[src/hw/rtl/adp_pkg.sv]
// Shared types and constants of the antialiased dot painter.
// Used by every module of the block; depends on nothing.
`timescale 1ns / 1ps
package adp_pkg;

    localparam int IMAGE_SIZE_DEF      = 2048;
    localparam int MAX_SUBSAMPLE_LEVEL = 7;
    localparam logic [15:0] ROOT_HALF_Q16 = 16'd46341;

    localparam int PIX_W  = 11;
    localparam int VAL_W  = 16;
    localparam int COV_W  = 17;
    localparam int TDATA_IN_W  = 40;
    localparam int TDATA_OUT_W = 40;
    localparam int CFG_IDX_W   = 3;
    localparam int CFG_DATA_W  = 20;

    localparam int CRD_W = 27;   // sample offset from dot center, scaled by 512*(m+1)
    localparam int MAG_W = 28;   // shape-space magnitude
    localparam int RAD_W = 24;   // scaled radius / pen
    localparam int SQ_W  = 56;
    localparam int WGT_W = 13;
    localparam int SW_W  = 20;   // weight sums
    localparam int SV_W  = 38;   // weighted ink sum
    localparam int DVD_W = 40;
    localparam int QUO_W = 18;

    localparam logic [1:0] SHAPE_ROUND  = 2'd0;
    localparam logic [1:0] SHAPE_SQUARE = 2'd1;

    localparam logic [CFG_IDX_W-1:0] REG_CENTER_X = 3'd0;
    localparam logic [CFG_IDX_W-1:0] REG_CENTER_Y = 3'd1;
    localparam logic [CFG_IDX_W-1:0] REG_RADIUS   = 3'd2;
    localparam logic [CFG_IDX_W-1:0] REG_PEN      = 3'd3;
    localparam logic [CFG_IDX_W-1:0] REG_MODE     = 3'd4;
    localparam logic [CFG_IDX_W-1:0] REG_FILL_INK = 3'd5;
    localparam logic [CFG_IDX_W-1:0] REG_DRAW_INK = 3'd6;
    localparam logic [CFG_IDX_W-1:0] REG_SUBS     = 3'd7;

    typedef struct packed {
        logic signed [19:0] center_x;
        logic signed [19:0] center_y;
        logic [18:0]        radius;
        logic [18:0]        pen_half_width;
        logic [3:0]         mode_flags;
        logic signed [15:0] fill_ink;
        logic signed [15:0] draw_ink;
        logic [2:0]         subsample_level;
    } cfg_t;

    typedef struct packed {
        logic load;
        logic setup;
        logic radsq;
        logic rot;
        logic sq;
        logic acc;
        logic prep_val;
        logic div_start;
        logic div_sel_val;
        logic store_cov;
        logic store_val;
        logic out_load;
    } ctrl_cmd_t;

    typedef struct packed {
        logic bypass;
        logic last_sample;
        logic div_done;
    } ctrl_sts_t;

    typedef enum logic [3:0] {
        ST_IDLE,
        ST_SETUP,
        ST_RADSQ,
        ST_ROT,
        ST_SQ,
        ST_ACC,
        ST_COV_START,
        ST_COV_WAIT,
        ST_VAL_PREP,
        ST_VAL_START,
        ST_VAL_WAIT,
        ST_FIN
    } state_t;

endpackage

[src/hw/rtl/adp_ctrl.sv]
// Controller: sequences setup, the subsample loop, both divisions and the output handoff.
// Depends on adp_pkg.
`timescale 1ns / 1ps
module adp_ctrl import adp_pkg::*; (
    input  logic      aclk,
    input  logic      aresetn,
    input  logic      s_tvalid,
    output logic      s_tready,
    output logic      m_tvalid,
    input  logic      m_tready,
    input  ctrl_sts_t sts,
    output ctrl_cmd_t cmd
);

    state_t state_reg, state_next;
    logic   mvalid_reg, mvalid_next;

    always_ff @(posedge aclk) begin
        if (!aresetn) begin
            state_reg  <= ST_IDLE;
            mvalid_reg <= 1'b0;
        end else begin
            state_reg  <= state_next;
            mvalid_reg <= mvalid_next;
        end
    end

    always_comb begin
        state_next  = state_reg;
        cmd         = '0;
        s_tready    = 1'b0;
        mvalid_next = mvalid_reg && !m_tready;
        case (state_reg)
            ST_IDLE: begin
                // no request is taken while reset is held
                s_tready = aresetn;
                if (s_tvalid && aresetn) begin
                    cmd.load   = 1'b1;
                    state_next = ST_SETUP;
                end
            end
            ST_SETUP: begin
                cmd.setup  = 1'b1;
                state_next = sts.bypass ? ST_FIN : ST_RADSQ;
            end
            ST_RADSQ: begin
                cmd.radsq  = 1'b1;
                state_next = ST_ROT;
            end
            ST_ROT: begin
                cmd.rot    = 1'b1;
                state_next = ST_SQ;
            end
            ST_SQ: begin
                cmd.sq     = 1'b1;
                state_next = ST_ACC;
            end
            ST_ACC: begin
                cmd.acc    = 1'b1;
                state_next = sts.last_sample ? ST_COV_START : ST_ROT;
            end
            ST_COV_START: begin
                cmd.div_start = 1'b1;
                state_next    = ST_COV_WAIT;
            end
            ST_COV_WAIT: begin
                if (sts.div_done) begin
                    cmd.store_cov = 1'b1;
                    state_next    = ST_VAL_PREP;
                end
            end
            ST_VAL_PREP: begin
                cmd.prep_val = 1'b1;
                state_next   = ST_VAL_START;
            end
            ST_VAL_START: begin
                cmd.div_start   = 1'b1;
                cmd.div_sel_val = 1'b1;
                state_next      = ST_VAL_WAIT;
            end
            ST_VAL_WAIT: begin
                cmd.div_sel_val = 1'b1;
                if (sts.div_done) begin
                    cmd.store_val = 1'b1;
                    state_next    = ST_FIN;
                end
            end
            ST_FIN: begin
                if (!mvalid_reg || m_tready) begin
                    cmd.out_load = 1'b1;
                    mvalid_next  = 1'b1;
                    state_next   = ST_IDLE;
                end
            end
            default: state_next = ST_IDLE;
        endcase
    end

    assign m_tvalid = mvalid_reg;

endmodule

[config.mk]
export PLATFORM = sky130hd
export DESIGN_NAME = adp_ctrl
export DESIGN_NICKNAME = d
export VERILOG_FILES = /design/src/hw/rtl/adp_pkg.sv /design/src/hw/rtl/adp_ctrl.sv
export SDC_FILE = /design/constraint.sdc
export NUM_CORES = 1
export LEC_CHECK = 0
export BUFFER_PORTS_ARGS = -buffer_cell sky130_fd_sc_hd__buf_2
export CAP_MARGIN = 20
export CORE_MARGIN = 8
export CORE_UTILIZATION = 36
export CTS_CLUSTER_SIZE = 14
export DETAILED_ROUTE_END_ITERATION = 12
export PLACE_DENSITY_LB_ADDON = 0.25
export SLEW_MARGIN = 20
export SYNTH_ARGS = -nofsm -noshare
export SYNTH_HDL_FRONTEND = slang
export SYNTH_SLANG_ARGS = --single-unit
[constraint.sdc]
create_clock -name aclk -period 1.85 [get_ports aclk]
set_input_delay 0.2775 -clock aclk [delete_from_list [all_inputs] [get_ports aclk]]
set_output_delay 0.2775 -clock aclk [all_outputs]
set_load 0.05 [all_outputs]
==> results.yml <==
synth:
  synth_cell_type_count: 29
  avgSynthCellArea_um2: 7.16
  yosys_warnings: 0
  ys_ff_latch: 5
  synth_cells: 68
  ys_seq_area_frac: 0.206
  syn-cell-area_um2: 487
  syn-num-nets: 75
setup_path:
  critPathKind: "flip-flop to primary output"
  cp-end-kind: "primary output"
  critical_path.max_stage_delay_ns: 0.57
  critPathLaunchType: "flip-flop"
  cp.arrival_ns: 1.47
  critPathMaxFanout: 3
  worstPathCellList: "or4_4 -> nor2_2 -> buf_2"
  required_ns: 1.57
  slowest_stage: "or4_4"
sta:
  tightest_slew_ns: 0.254
  max_freq_mhz: 572
  setup-tns-final_ns: 0
  drv_slew: 0
  fin_ws_ns: 0.103
  min_period_over_period: 0.944
  setup_viol: 0
  hold_viol: 0
  slew_headroom: 0.832
  finalCriticalPeriod_ns: 1.75
  rsz0062_at_grt: "no"
  fin_skew_ns: 0.00462
placed_design:
  placed_cells: 102
  dpl_cell_area_um2: 627
  io_buffer_count: 20
  dp_hpwl_um: 956
  post-place-ws_ns: 0.293
  place_congestion: 0.755
finish:
  synthToLayoutAreaGrowth_pct: 34.4
  stdcell_area_um2: 654
  drive_gt1_frac: 0.418
  regArea_um2: 101
  fin_cells: 106
  n_fill_cell: 136
  final_nets: 99
  insertedDiodeCount: 0
  multi_input_area_um2: 363
  largest_reg_flops: 4
hold_path:
  holdCritPathClass: "primary input to flip-flop"
die:
  ios: 21
  dieArea_um2: 2780
  core_um2: 1280
  die_h_um: 52.8
  start_util: 0.379
  fp-row-count: 13
  die_x_um: 52.8
detailed_routing:
  drtPass1Iterations: 4
  postRouteAntennaNets: 0
  viasPerCell: 4.92
  drc: 0
  drt-total-wl_mm: 1.23
  drt_iter0_markers: 10
  post_drt_wl_per_cell_um: 11.6
  via_count: 521
clocking:
  clock_latency_ns: 0.24
  clk_pin_slew_ns: 0.05
  cts_tree: "yes"
  cts_sinks: 5
  cts_setup_buffers: 0
  root_buffer: "clkbuf_4"
  htree_levels: 1
  clock_path_buffers: 2
  cts_buffers: 3
pwr:
  worst_ir_drop_vdd_mv: 0.527
  power.density_nw_per_um2: 1630
  leakagePower_nw: 0.302
global_routing:
  track_usage: 0.0936
  overflow: 0
  grt_max_degree: 18
  antenna_found_initial: 0
  grt_pass1_wl_mm: 2.06
  grt_pass1_vias: 502
flow_run:
  drv_cap: 0
run_status:
  status: "finished clean"
report_power, final:
part	internal, W	switching [W]	leakage, nW	total, W
sequential	0.000143	0.0000470	0.0412	0.000190
combinational	0.000253	0.000494	0.246	0.000747
clock	0.0000817	0.0000464	0.0150	0.000128
total	0.000478	0.000588	0.302	0.00107
final cells by class:
cell class,count,area share
Sequential cell,5,0.155
Multi-Input combinational cell,54,0.554
Inverter,4,0.0229
Tap cell,15,0.0287
Timing Repair Buffer,24,0.199
Clock buffer,4,0.0402
worst max-delay path, delay by kind of cell, from the launching register on:
family,cells,cell delay (ns)
buffers and inverters,1,0.26
DFF,1,0.30
and+or+nand+nor,2,0.66
through the flow:
step,power (W),util,hold slack [ns]
global placement,0.000938,0.488,0.574
finish,0.00107,0.509,0.356
CTS,0.00107,0.508,0.355
detailed placement,0.000938,0.488,0.585
floorplan,0.000795,-,0.425
global route,0.00115,0.509,0.366
Yosys cell counts (all sizes together):
cell type | number | area, µm²
xnor2 | 1 | 8.76
clkbuf | 2 | 7.51
mux2i | 3 | 30.0
and2 | 1 | 6.26
a21oi | 5 | 28.8
o21ai | 2 | 10.0
nor2b | 1 | 6.26
nand3b | 1 | 7.51
nand2b | 7 | 43.8
a211oi | 2 | 20.0
o31ai | 1 | 7.51
a31oi | 1 | 12.5
a32oi | 1 | 8.76
nand4b | 1 | 8.76
nand3 | 2 | 10.0
inv | 4 | 15.0
nor4 | 1 | 6.26
o22ai | 1 | 20.0
a21o | 1 | 7.51
nor3b | 1 | 7.51
nor3 | 5 | 25.0
or4 | 1 | 11.3
dfxtp | 5 | 100
nand2 | 5 | 18.8
buf | 3 | 21.3
nor2 | 10 | 37.5
logic make-up after synthesis:
| group | Yosys count | synth area share |
|---|---|---|
| AO/OA/AOI/OAI | 14 | 0.237 |
| XOR/XNOR | 1 | 0.0180 |
| buffers and inverters | 9 | 0.0900 |
| flip-flops | 5 | 0.206 |
| multiplexers | 3 | 0.0617 |
| AND/OR/NAND/NOR | 36 | 0.388 |
path summary, 6_finish.rpt:
| kind | startpoint | to | slack [ns] | cells past startpoint |
|---|---|---|---|---|
| worst min-delay path | aresetn | state_reg[0] | 0.36 | 3 |
| worst max-delay path | state_reg[1] | cmd[11] | 0.10 | 3 |
| worst min register to register | m_tvalid | m_tvalid | 0.59 | 2 |
| worst max register to register | state_reg[2] | state_reg[0] | 0.45 | 5 |
layout by cell type, fill, tap and decap left out:
cell,instances
a21o_1,1
nand2_1,5
nand4b_1,1
dfxtp_2,1
buf_2,20
clkbuf_1,1
a211oi_1,1
nor2b_1,1
a32oi_1,1
a211oi_2,1
mux2i_1,3
and2_1,1
o31ai_1,1
a31oi_2,1
xnor2_1,1
nor2_2,2
dfxtp_1,4
nand2b_1,7
a21oi_2,1
clkbuf_4,3
o22ai_4,1
nand3b_1,1
nand3_1,2
nor2_1,8
nor3_1,2
a21oi_1,4
buf_4,4
nor3b_1,1
inv_1,4
o21ai_0,2
nor3_2,3
nor4_1,1
or4_4,1
repair_timing:
item	CTS	global route
hold buffers	0	0
endpoints found under the setup margin	0	4
resized for setup	0	1
per-layer routing:
layer | share of wire | track usage
met1 | 0.45 | 0.102
met4 | 0 | 0.0259
met2 | 0.49 | 0.164
met5 | 0 | 0
met3 | 0.059 | 0.0341
Note: power is estimated with default switching activity, not from simulation.
